<file path="src/rtl/bfr_pkg.sv">
// Package for the bracket frame receiver: sizes, markers, FSM type, control structs, CRC-8 step.
`default_nettype none

package bfr_pkg;

    // Body storage depth and derived widths
    localparam int MAX_BODY = 32;
    localparam int CNT_W    = $clog2(MAX_BODY + 1);
    localparam int ADDR_W   = $clog2(MAX_BODY);
    localparam int BYTE_W   = 8;
    localparam int LEN_W    = 6;

    // Markers and CRC polynomial
    localparam logic [BYTE_W-1:0] START_MARK = 8'h5B;
    localparam logic [BYTE_W-1:0] END_MARK   = 8'h5D;
    localparam logic [BYTE_W-1:0] CRC_POLY   = 8'h07;

    // Configuration register map
    localparam int          PADDR_W        = 3;
    localparam int          PDATA_W        = 32;
    localparam logic [PADDR_W-1:0] REG_CRC_EN_ADDR = 3'd0;

    typedef enum logic [2:0] {
        ST_HUNT,
        ST_BODY,
        ST_AWAIT,
        ST_DECIDE,
        ST_READ,
        ST_LOAD,
        ST_HOLD
    } state_t;

    // Controller to datapath
    typedef struct packed {
        logic clear;        // frame start: reset count and CRC
        logic store;        // store the received byte
        logic store_end;    // store an end marker as the CRC byte
        logic latch_en;     // capture check enable at frame end
        logic idx_clear;
        logic idx_inc;
        logic load_status;  // load a single status result
        logic load_data;    // load a payload byte result
        logic out_taken;    // output beat accepted
    } dp_cmd_t;

    // Datapath to controller
    typedef struct packed {
        logic rx_is_start;
        logic rx_is_end;
        logic single;       // frame yields one status result only
        logic out_valid;
        logic out_last;
    } dp_stat_t;

    // One byte through the CRC-8 register, MSB first
    function automatic logic [BYTE_W-1:0] crc8_add(input logic [BYTE_W-1:0] crc,
                                                   input logic [BYTE_W-1:0] b);
        logic [BYTE_W-1:0] c;
        c = crc ^ b;
        for (int i = 0; i < BYTE_W; i++) begin
            if (c[BYTE_W-1])
            begin
                c = (c << 1) ^ CRC_POLY;
            end
            else
            begin
                c = c << 1;
            end
        end
        return c;
    endfunction

endpackage

`default_nettype wire

</file>
<file path="src/rtl/bfr_ram.sv">
// Generic single-write, single-read RAM with registered read data.
`default_nettype none

module bfr_ram #(
    parameter int WIDTH = 8,
    parameter int DEPTH = 32
) (
    input  wire logic                     clk,
    input  wire logic                     we,
    input  wire logic [$clog2(DEPTH)-1:0] waddr,
    input  wire logic [WIDTH-1:0]         wdata,
    input  wire logic [$clog2(DEPTH)-1:0] raddr,
    output logic      [WIDTH-1:0]         rdata
);

    logic [WIDTH-1:0] mem [DEPTH];

    // Write port
    always_ff @(posedge clk)
    begin
        if (we)
        begin
            mem[waddr] <= wdata;
        end
    end

    // Registered read port
    always_ff @(posedge clk)
    begin
        rdata <= mem[raddr];
    end

endmodule

`default_nettype wire

</file>
<file path="src/rtl/bfr_datapath.sv">
// Datapath: body store, byte count, running CRC, result index and output register.
`default_nettype none

module bfr_datapath
    import bfr_pkg::*;
(
    input  wire logic              clk,
    input  wire logic              rst_n,
    input  wire dp_cmd_t           cmd,
    output dp_stat_t               stat,
    input  wire logic              crc_en,
    input  wire logic [BYTE_W-1:0] rx_byte,
    output logic [BYTE_W-1:0]      data_byte,
    output logic                   data_valid,
    output logic                   frame_last,
    output logic                   frame_status,
    output logic [LEN_W-1:0]       payload_length,
    output logic                   out_valid
);

    logic [CNT_W-1:0]  count_reg, count_next;
    logic [BYTE_W-1:0] crc_reg, crc_next;
    logic [BYTE_W-1:0] newest_reg, newest_next;
    logic              en_reg, en_next;
    logic [ADDR_W-1:0] idx_reg, idx_next;
    logic              out_valid_reg, out_valid_next;
    logic [BYTE_W-1:0] data_reg, data_next;
    logic              dvalid_reg, dvalid_next;
    logic              last_reg, last_next;
    logic              status_reg, status_next;
    logic [CNT_W-1:0]  len_reg, len_next;

    logic              wr_en;
    logic [BYTE_W-1:0] wr_byte;
    logic              room;
    logic [BYTE_W-1:0] rd_byte;
    logic              crc_bad;
    logic [CNT_W-1:0]  pay;
    logic              idx_last;

    // Marker detection on the incoming byte
    assign stat.rx_is_start = (rx_byte == START_MARK);
    assign stat.rx_is_end   = (rx_byte == END_MARK);

    // Body write
    assign room    = (count_reg < CNT_W'(MAX_BODY));
    assign wr_byte = cmd.store_end ? END_MARK : rx_byte;
    assign wr_en   = (cmd.store || cmd.store_end) && room;

    bfr_ram #(
        .WIDTH(BYTE_W),
        .DEPTH(MAX_BODY)
    ) u_body_ram (
        .clk  (clk),
        .we   (wr_en),
        .waddr(count_reg[ADDR_W-1:0]),
        .wdata(wr_byte),
        .raddr(idx_reg),
        .rdata(rd_byte)
    );

    // Frame-end decision; newest byte is the candidate CRC byte
    assign crc_bad  = en_reg && ((count_reg == '0) || (crc_reg != newest_reg));
    assign pay      = en_reg ? (count_reg - CNT_W'(1)) : count_reg;
    assign idx_last = ((CNT_W'(idx_reg) + CNT_W'(1)) == pay);

    assign stat.single    = crc_bad || (pay == '0);
    assign stat.out_valid = out_valid_reg;
    assign stat.out_last  = last_reg;

    // Count, CRC and newest-byte update
    always_comb
    begin
        count_next  = count_reg;
        crc_next    = crc_reg;
        newest_next = newest_reg;
        en_next     = en_reg;
        idx_next    = idx_reg;
        if (cmd.clear)
        begin
            count_next = '0;
            crc_next   = '0;
        end
        else if (wr_en)
        begin
            if (count_reg != '0)
            begin
                crc_next = crc8_add(crc_reg, newest_reg);
            end
            newest_next = wr_byte;
            count_next  = count_reg + CNT_W'(1);
        end
        if (cmd.latch_en)
        begin
            en_next = crc_en;
        end
        if (cmd.idx_clear)
        begin
            idx_next = '0;
        end
        else if (cmd.idx_inc)
        begin
            idx_next = idx_reg + ADDR_W'(1);
        end
    end

    // Output register
    always_comb
    begin
        out_valid_next = out_valid_reg;
        data_next      = data_reg;
        dvalid_next    = dvalid_reg;
        last_next      = last_reg;
        status_next    = status_reg;
        len_next       = len_reg;
        if (cmd.out_taken)
        begin
            out_valid_next = 1'b0;
        end
        if (cmd.load_status)
        begin
            out_valid_next = 1'b1;
            data_next      = '0;
            dvalid_next    = 1'b0;
            last_next      = 1'b1;
            status_next    = crc_bad;
            len_next       = '0;
        end
        else if (cmd.load_data)
        begin
            out_valid_next = 1'b1;
            data_next      = rd_byte;
            dvalid_next    = 1'b1;
            last_next      = idx_last;
            status_next    = 1'b0;
            len_next       = pay;
        end
    end

    // Control registers
    always_ff @(posedge clk or negedge rst_n)
    begin
        if (!rst_n)
        begin
            count_reg     <= '0;
            crc_reg       <= '0;
            en_reg        <= 1'b0;
            idx_reg       <= '0;
            out_valid_reg <= 1'b0;
        end
        else
        begin
            count_reg     <= count_next;
            crc_reg       <= crc_next;
            en_reg        <= en_next;
            idx_reg       <= idx_next;
            out_valid_reg <= out_valid_next;
        end
    end

    // Payload registers
    always_ff @(posedge clk)
    begin
        newest_reg <= newest_next;
        data_reg   <= data_next;
        dvalid_reg <= dvalid_next;
        last_reg   <= last_next;
        status_reg <= status_next;
        len_reg    <= len_next;
    end

    assign out_valid      = out_valid_reg;
    assign data_byte      = data_reg;
    assign data_valid     = dvalid_reg;
    assign frame_last     = last_reg;
    assign frame_status   = status_reg;
    assign payload_length = LEN_W'(len_reg);

endmodule

`default_nettype wire

</file>
<file path="src/rtl/bfr_ctrl.sv">
// Controller: frame hunt/body/end-marker states and the result read-out sequence.
`default_nettype none

module bfr_ctrl
    import bfr_pkg::*;
(
    input  wire logic     clk,
    input  wire logic     rst_n,
    input  wire logic     in_valid,
    input  wire logic     more_pending,
    input  wire logic     out_stall,
    input  wire logic     crc_en,
    input  wire dp_stat_t stat,
    output dp_cmd_t       cmd,
    output logic          in_stall
);

    state_t state_reg, state_next;
    logic   in_acc;
    logic   out_acc;

    assign in_stall = !((state_reg == ST_HUNT) || (state_reg == ST_BODY) ||
                        (state_reg == ST_AWAIT));
    assign in_acc   = in_valid && !in_stall;
    assign out_acc  = stat.out_valid && !out_stall;

    // Next state
    always_comb
    begin
        state_next = state_reg;
        case (state_reg)
            ST_HUNT:
            begin
                if (in_acc && stat.rx_is_start)
                begin
                    state_next = ST_BODY;
                end
            end
            ST_BODY:
            begin
                if (in_acc && stat.rx_is_end)
                begin
                    state_next = (crc_en && more_pending) ? ST_AWAIT : ST_DECIDE;
                end
            end
            ST_AWAIT:
            begin
                if (in_acc)
                begin
                    state_next = ST_DECIDE;
                end
            end
            ST_DECIDE:
            begin
                state_next = stat.single ? ST_HOLD : ST_READ;
            end
            ST_READ:
            begin
                state_next = ST_LOAD;
            end
            ST_LOAD:
            begin
                state_next = ST_HOLD;
            end
            ST_HOLD:
            begin
                if (out_acc)
                begin
                    state_next = stat.out_last ? ST_HUNT : ST_READ;
                end
            end
            default:
            begin
                state_next = ST_HUNT;
            end
        endcase
    end

    // Datapath commands
    always_comb
    begin
        cmd = '0;
        case (state_reg)
            ST_HUNT:
            begin
                cmd.clear = in_acc && stat.rx_is_start;
            end
            ST_BODY:
            begin
                cmd.store    = in_acc && !stat.rx_is_end;
                cmd.latch_en = in_acc && stat.rx_is_end && !(crc_en && more_pending);
            end
            ST_AWAIT:
            begin
                cmd.store_end = in_acc && stat.rx_is_end;
                cmd.latch_en  = in_acc;
            end
            ST_DECIDE:
            begin
                cmd.load_status = stat.single;
                cmd.idx_clear   = !stat.single;
            end
            ST_READ:
            begin
                cmd = '0;
            end
            ST_LOAD:
            begin
                cmd.load_data = 1'b1;
            end
            ST_HOLD:
            begin
                cmd.out_taken = out_acc;
                cmd.idx_inc   = out_acc && !stat.out_last;
            end
            default:
            begin
                cmd = '0;
            end
        endcase
    end

    always_ff @(posedge clk or negedge rst_n)
    begin
        if (!rst_n)
        begin
            state_reg <= ST_HUNT;
        end
        else
        begin
            state_reg <= state_next;
        end
    end

endmodule

`default_nettype wire

</file>
<file path="src/rtl/bracket_frame_receiver_crc8_check.sv">
// Results: after the final beat of a frame is accepted, the decide state loads a
// status-only result, or the read and load states fetch each payload byte, the next
// only after the previous one is taken (body RAM read, output register load).
// Throughput: one input beat per cycle while hunting or inside a frame; input is
// stalled from frame end until the last result beat is taken.
// Reset: rst_n clears control state and the check enable; body RAM is not cleared.
`default_nettype none

module bracket_frame_receiver_crc8_check
    import bfr_pkg::*;
(
    input  wire logic               clk,
    input  wire logic               rst_n,
    input  wire logic               psel,
    input  wire logic               penable,
    input  wire logic               pwrite,
    input  wire logic [PADDR_W-1:0] paddr,
    input  wire logic [PDATA_W-1:0] pwdata,
    output logic      [PDATA_W-1:0] prdata,
    output logic                    pready,
    input  wire logic               in_valid,
    output logic                    in_stall,
    input  wire logic [BYTE_W-1:0]  rx_byte,
    input  wire logic               more_pending,
    output logic                    out_valid,
    input  wire logic               out_stall,
    output logic [BYTE_W-1:0]       data_byte,
    output logic                    data_valid,
    output logic                    frame_last,
    output logic                    frame_status,
    output logic [LEN_W-1:0]        payload_length
);

    logic     crc_en_reg, crc_en_next;
    dp_cmd_t  cmd;
    dp_stat_t stat;

    // Configuration register
    assign pready = 1'b1;
    always_comb
    begin
        crc_en_next = crc_en_reg;
        if (psel && penable && pwrite && (paddr == REG_CRC_EN_ADDR))
        begin
            crc_en_next = pwdata[0];
        end
    end

    always_ff @(posedge clk or negedge rst_n)
    begin
        if (!rst_n)
        begin
            crc_en_reg <= 1'b0;
        end
        else
        begin
            crc_en_reg <= crc_en_next;
        end
    end

    assign prdata = (paddr == REG_CRC_EN_ADDR) ? PDATA_W'(crc_en_reg) : '0;

    bfr_ctrl u_ctrl (
        .clk         (clk),
        .rst_n       (rst_n),
        .in_valid    (in_valid),
        .more_pending(more_pending),
        .out_stall   (out_stall),
        .crc_en      (crc_en_reg),
        .stat        (stat),
        .cmd         (cmd),
        .in_stall    (in_stall)
    );

    bfr_datapath u_dp (
        .clk           (clk),
        .rst_n         (rst_n),
        .cmd           (cmd),
        .stat          (stat),
        .crc_en        (crc_en_reg),
        .rx_byte       (rx_byte),
        .data_byte     (data_byte),
        .data_valid    (data_valid),
        .frame_last    (frame_last),
        .frame_status  (frame_status),
        .payload_length(payload_length),
        .out_valid     (out_valid)
    );

    // Input is never taken while a result beat is pending
    assert property (@(posedge clk) disable iff (!rst_n) !in_stall |-> !out_valid)
        else $error("input open while result pending");

    // A status-only beat closes the frame with zero length
    assert property (@(posedge clk) disable iff (!rst_n)
        (out_valid && !data_valid) |-> (frame_last && (payload_length == '0)))
        else $error("status beat malformed");

    // An error beat never carries data
    assert property (@(posedge clk) disable iff (!rst_n)
        (out_valid && frame_status) |-> !data_valid)
        else $error("error beat carries data");

    // A payload beat always reports a nonzero length
    assert property (@(posedge clk) disable iff (!rst_n)
        (out_valid && data_valid) |-> (payload_length != '0))
        else $error("payload beat with zero length");

endmodule

`default_nettype wire

</file>
<file path="config.mk">
export PLATFORM = sky130hd
export DESIGN_NAME = bracket_frame_receiver_crc8_check
export DESIGN_NICKNAME = d
export VERILOG_FILES = /design/src/rtl/bfr_pkg.sv /design/src/rtl/bfr_ram.sv /design/src/rtl/bfr_datapath.sv /design/src/rtl/bfr_ctrl.sv /design/src/rtl/bracket_frame_receiver_crc8_check.sv
export SDC_FILE = /design/constraint.sdc
export NUM_CORES = 1
export LEC_CHECK = 0
export ABC_AREA = 1
export BUFFER_PORTS_ARGS = -buffer_cell sky130_fd_sc_hd__buf_2
export CAP_MARGIN = 10
export CORE_UTILIZATION = 44
export DETAILED_ROUTE_END_ITERATION = 6
export GPL_TIMING_DRIVEN = 1
export MAX_ROUTING_LAYER = met4
export PLACE_DENSITY = 0.73
export SLEW_MARGIN = 20
export SYNTH_ARGS = -nofsm -noshare
export SYNTH_HDL_FRONTEND = slang
export SYNTH_SLANG_ARGS = --single-unit
</file>
<file path="constraint.sdc">
create_clock -name clk -period 2.71 [get_ports clk]
set_input_delay 0.542 -clock clk [delete_from_list [all_inputs] [get_ports clk]]
set_output_delay 0.542 -clock clk [all_outputs]
set_load 0.05 [all_outputs]
</file>
**After elaboration in Yosys (flattened, before gate mapping)**

Memory sizes are Yosys's and may differ from the RTL's. A register that Yosys moved wholly into a read port is not among the register bits.
Cells that the tools add are included.

- Word-level logic and storage cells: 143
- Memories kept: 1
- Memory bits (writable): 256
- Register bits: 50
- Output and inout port bits: 52

- Bitwise gates (word level): 10
- Mux-type cells: 63
- Reductions and logical operators: 37
- Magnitude comparators: 1
- Eq/ne operators: 14
- $add $sub $neg: 4

Memories:

| memory | words | bits a word | rd ports | clocked after Yosys merged registers in | write ports | RTL line | text |
|---|---|---|---|---|---|---|---|
| u_dp.u_body_ram.mem | 32 | 8 | 1 | 1 | 1 | bfr_ram.sv:16 | `logic [WIDTH-1:0] mem [DEPTH];` |

Operators by type and width:

| cell | number |
|---|---|
| $mux W8 | 25 |
| $mux W3 | 13 |
| $not A3 Y3 | 8 |
| $pmux W3 S7 | 1 |
| $mux W6 | 3 |
| $mux W1 | 17 |
| $eq A8 B7 Y1 const B | 2 |
| $logic_and A1 B1 Y1 | 13 |
| $logic_not A6 Y1 | 2 |
| $mux W5 | 2 |
| $eq A3 B3 Y1 const B | 3 |
| $ne A8 B8 Y1 | 1 |
| $reduce_bool A2 Y1 | 4 |
| $xor A8 B8 Y8 | 1 |
| $add A5 B1 Y6 const B | 1 |
| $add A6 B1 Y6 const B | 1 |
| $eq A3 B2 Y1 const B | 2 |
| $eq A6 B6 Y1 | 1 |
| $logic_not A1 Y1 | 6 |
| $logic_not A3 Y1 | 2 |
| $lt A6 B6 Y1 const B | 1 |
| $reduce_bool A6 Y1 | 1 |
| $sub A6 B1 Y6 const B | 1 |
| $add A5 B1 Y5 const B | 1 |
| 10 further kinds | 17 |

**Logic depth before layout (Yosys ltp)**

- Word-level depth: 45
- Mapped depth: 14
- Depth with buffers taken out: 14

**Hierarchy**

A second synthesis with hierarchy kept.

- Cells, all modules: 1365
- Area total of the unflattened synthesis: 14058.5 sq um

Modules (own cells, without submodules):

| module | area an instance (sq um) | instances | cells each |
|---|---|---|---|
| bfr_ram | 10786.6 | 1 | 922 |
| bfr_datapath | 2565.0 | 1 | 339 |
| bfr_ctrl | 370.4 | 1 | 56 |
| bracket_frame_receiver_crc8_check | 336.6 | 1 | 48 |

**Worst setup path after synthesis**

OpenSTA, ideal clock, no wires.

- Path type: register -> register
- Start: register u_ctrl.state_reg[1]
- End: memory u_dp.u_body_ram.mem[3][0], enable pin
- Cell stages (with the launch flop): 10
- Slack: 0.376 ns
- Setup time: 0.370 ns
- Data arrival time: 1.964 ns
- Path through: dfrtp_1 -> nand2_2 -> nand2_2 -> nor2_4 -> nand2_2 -> o21ai_4 -> nand2_4 -> inv_4 -> nand2_2 -> nor2_1

- Word-level cells in the longest chain between the ends: 10
- Elaborated cells between the ends (all ways): 14
- Classes of those cells: eq/ne (2); mux (4); reduce/logical (8)

RTL lines:

| what | RTL line | text |
|---|---|---|
| from (decl) | bfr_ctrl.sv:18 | `state_t state_reg, state_next;` |
| from (signal assigned) | bfr_ctrl.sv:131 | `state_reg <= state_next;` |
| $eq A3 B1 Y1 / $logic_not A3 Y1 (equally long branches) | bfr_ctrl.sv:22, bfr_ctrl.sv:83 |  |
| $logic_or A1 B1 Y1 (2 in series) | bfr_ctrl.sv:22 | `assign in_stall = !((state_reg == ST_HUNT) \|\| (state_reg == ST_BODY) \|\|` |
| $logic_and A1 B1 Y1 | bfr_ctrl.sv:24 | `assign in_acc = in_valid && !in_stall;` |
| $logic_and A1 B1 Y1 (on tied branches) | bfr_ctrl.sv:90, bfr_ctrl.sv:95 |  |
| $mux W1 | bfr_ctrl.sv:83 | `case (state_reg)` |
| $logic_or A1 B1 Y1 * | bfr_datapath.sv:48 | `assign wr_en = (cmd.store \|\| cmd.store_end) && room;` |
| $logic_and A1 B1 Y1 * | bfr_datapath.sv:48 |  |
| $mux W1 * | bfr_ram.sv:21 | `if (we)` |
| $mux W1 (not written as such) * | bfr_ram.sv:23 | `mem[waddr] <= wdata;` |
| to (decl) | bfr_ram.sv:16 |  |

Mark *: on every way between the ends. The rest lies on a longest branch, timed or not.

**Worst setup path in the final report**

- Start: register u_ctrl.state_reg[2]
- End: memory u_dp.u_body_ram.mem[31][5], enable pin

Same word-level chain as after synthesis.

==> results.sh <==
export IMPL_ir_drop_mv=0.611
export IMPL_grt_usage_pct=20.0
export IMPL_cts_htree_levels=1
export IMPL_synth_area_leader_cell="edfxtp_1"
export IMPL_synth_warnings=0
export IMPL_gp_congestion=0.922
export IMPL_ys_ff_latch=314
export IMPL_cap_violations=0
export IMPL_antenna_found_initial=0
export IMPL_hold_path_class="in2reg"
export IMPL_start_util_pct=45.0
export IMPL_die_w_um=177
export IMPL_grt_pass1_wl_mm=46.7
export IMPL_p_per_area_mw_per_mm2=869
export IMPL_core_area_mm2=0.0298
export IMPL_cp_end_kind="flip-flop"
export IMPL_postRouteAntennaNets=0
export IMPL_avgSynthCellArea_um2=11.4
export IMPL_p_leak_nw=5.67
export IMPL_ys_top_cells_by_area="edfxtp_1, o21ai_0, nand2_1, dfrtp_1, nor2_1"
export IMPL_ios=103
export IMPL_grt_setup_unrepaired="false"
export IMPL_synth_top_area_share_pct=59.4
export IMPL_ff_latch_area_mm2=0.00907
export IMPL_wl_mm=29.8
export IMPL_numCtsBuffers=31
export IMPL_skew_ns=0.0271
export IMPL_synthFlopType="edfxtp_1"
export IMPL_synth_edf_count=265
export IMPL_cp_start_kind="flip-flop"
export IMPL_rr_startpoint="u_ctrl.state_reg[2]$_DFFE_PN0P_"
export IMPL_dpl_hpwl_mm=18.7
export IMPL_synthDistinctLibCells=42
export IMPL_top_register="u_dp.u_body_ram.mem"
export IMPL_hold_path_startpoint="pwdata[0]"
export IMPL_crit_path_cell_trace="inv_2 > nand2_2 > nor2_4 > nand2_2 > o21ai_4 > nand2_4 > inv_4 > nand2_2 > nor2_1 > buf_4"
export IMPL_slowest_delay_ns=0.42
export IMPL_remaining_drc_errors=0
export IMPL_grt_pass1_vias=8568
export IMPL_finalCritPeriodShare_pct=82.4
export IMPL_dr_pass1_iters=7
export IMPL_status="finished, final reports clean"
export IMPL_overflow=0
export IMPL_crit_fanout=7
export IMPL_holdPathStages=3
export IMPL_via_per_inst=5.41
export IMPL_cp_common_cell="nand2_2"
export IMPL_reg2reg_slack_ns=0.48
export IMPL_fin_nets=1305
export IMPL_synthCells=1176
export IMPL_nFillCells=2525
export IMPL_cpLargestDelayFamily="simple AND/OR/NAND/NOR gates"
export IMPL_synth_cell_area_mm2=0.0134
export IMPL_multi_input_area_mm2=0.00375
export IMPL_drt_initial_drc_count=915
export IMPL_clock_fmax_mhz=448
export IMPL_fin_hold_ws_ns=0.224
export IMPL_vias=8962
export IMPL_avgRoutedWirePerCell_um=18.0
export IMPL_finalSetupViolations=0
export IMPL_clk_latency_ns=0.57
export IMPL_crit_buf_inv=3
export IMPL_fin_tns_setup_ns=0
export IMPL_finalHoldViolations=0
export IMPL_die_h_um=177
export IMPL_slew_headroom_pct=57.5
export IMPL_hold_end="crc_en_reg$_DFFE_PN0P_"
export IMPL_cts_tree="yes"
export IMPL_path_class="reg2reg"
export IMPL_cts_sinks=314
export IMPL_required_ns=2.97
export IMPL_grt_max_degree=63
export IMPL_cts_path_max_buffers=3
export IMPL_die_area_mm2=0.0312
export IMPL_async_reset_ff_share_pct=7.96
export IMPL_cts_root_buf="clkbuf_16"
export IMPL_drv_slew=0
export IMPL_ctsResizeCount=0
export IMPL_portBuffers=39
export IMPL_tightest_slew_ns=0.637
export IMPL_clkTransAtPathRegs_ns=0.06
export IMPL_reg2reg_depth=10
export IMPL_ys_seq_area_share_pct=67.7
export IMPL_rr_endpoint="u_dp.u_body_ram.mem[31][5]$_DFFE_PP_"
export IMPL_syn2layout_area_growth_pct=13.2
export IMPL_crit_arrival_ns=2.50
export IMPL_min_period_ns=2.23
export IMPL_layout_drive_gt1_share_pct=15.5
export IMPL_rows=63
export IMPL_largest_reg_flops=256
export IMPL_slowest_stage="dfrtp_1"
==> cells in the mapped netlist, types with 17 or more instances <==
master / count
nand2_1: 171
nand3_1: 76
inv_1: 29
dfxtp_1: 24
o22ai_1: 58
edfxtp_1: 265
dfrtp_1: 25
buf_4: 35
nor2_1: 166
buf_2: 17
clkbuf_1: 37
o21ai_0: 134
a21oi_1: 23
==> how the worst max path moves through the flow <==
| stage | from | end | slack [ns] | depth (start not counted) |
|---|---|---|---|---|
| 5_1_grt | u_dp.count_reg[0]$_DFFE_PN0P_ | u_dp.data_byte[0]$_SDFFE_PP0P_ | 0.33 | 11 |
| 3_3_place_gp | rx_byte[5] | u_dp.u_body_ram.mem[8][7]$_DFFE_PP_ | 0.29 | 11 |
| 3_5_place_dp | rx_byte[5] | u_dp.u_body_ram.mem[31][3]$_DFFE_PP_ | 0.25 | 11 |
| 6_report | u_ctrl.state_reg[2]$_DFFE_PN0P_ | u_dp.u_body_ram.mem[31][5]$_DFFE_PP_ | 0.48 | 10 |
| 2_1_floorplan | u_ctrl.state_reg[1]$_DFFE_PN0P_ | u_dp.u_body_ram.mem[3][0]$_DFFE_PP_ | 0.38 | 9 |
| 4_1_cts | u_ctrl.state_reg[2]$_DFFE_PN0P_ | u_dp.u_body_ram.mem[31][5]$_DFFE_PP_ | 0.54 | 10 |
==> through the flow <==
step / total power [mW] / cell area, um2 / worst slack, ns / util (%) / instances
global placement: 9.01 / 14200 / 0.287 / 47.5 / 1601
floorplan: 8.33 / 13500 / 0.376 / - / 1206
CTS: 13.2 / 15200 / 0.541 / 50.9 / 1657
global route: 13.8 / 15200 / 0.327 / 50.9 / 1657
detailed placement: 9.08 / 14200 / 0.248 / 47.5 / 1601
finish: 13.2 / 15200 / 0.477 / 50.9 / 1658
==> cells in the final DEF, fill, tap and decap left out, types with 3 or more instances in the layout <==
master and instances:
edfxtp_1 265, nand2_1 171, nor2_1 166, o21ai_0 134, nand3_1 76, buf_4 61, o22ai_1 58, buf_2 39
clkbuf_16 33, conb_1 32, inv_1 28, dfrtp_1 24, dfxtp_1 24, a21oi_1 23, xnor2_1 15, xor2_1 12
nand2_2 9, o221ai_1 9, ha_1 9, a21oi_2 8, inv_2 7, nand4_1 7, clkbuf_4 6, nor2_2 5
clkbuf_1 5, clkinv_1 4, nand2_4 4, clkinv_2 4, inv_4 3, clkbuf_8 3
==> cell families (layout without fill, tap and decap cells) <==
kind of cell	after synthesis	after routing	synth area share, %
compound gates	239	239	10.2
xor+xnor	27	27	1.77
fa+ha+maj	9	9	0.841
buf+inv	138	199	5.22
flops	314	314	67.7
other cells	2	33	0.0561
simple gates	447	447	14.3
==> power by group <==
group	internal [mW]	leakage (nW)	total [mW]	switching, mW
logic	0.944	2.29	3.30	2.36
clock network	2.45	0.498	4.17	1.72
registers	5.49	2.88	5.71	0.216
==> routing by layer <==
metal  wire [um]  vias to the layer above  GRT usage [%]
li1            -                     4222              -
met1       12600                     4315           25.9
met2       14100                      372           31.9
met3        2220                       53           3.21
met4         961                        0           7.08
met5           0                        -              -
==> worst register-to-register path, stage by stage, from the launching register on <==
cell and delay, ns:
dfrtp_1 0.42, inv_2 0.13, nand2_2 0.11, nor2_4 0.14, nand2_2 0.11, o21ai_4 0.18
nand2_4 0.07, inv_4 0.11, nand2_2 0.17, nor2_1 0.29, buf_4 0.22
==> timing repair <==
| action | CTS | global route |
|---|---|---|
| buffers inserted | 0 | 0 |
| hold buffers | 1 | 0 |
| endpoints found under the hold margin | 5 | 0 |
==> area by class of cell <==
class	instances	area share (%)
Clock inverter	8	0.470
Clock buffer	47	6.14
Inverter	41	1.06
Antenna cell	1	0.0165
Tap cell	390	3.22
Timing Repair Buffer	103	4.64
Multi-Input combinational cell	754	24.7
Sequential cell	314	59.8
Power figures use the tool's default switching activity.
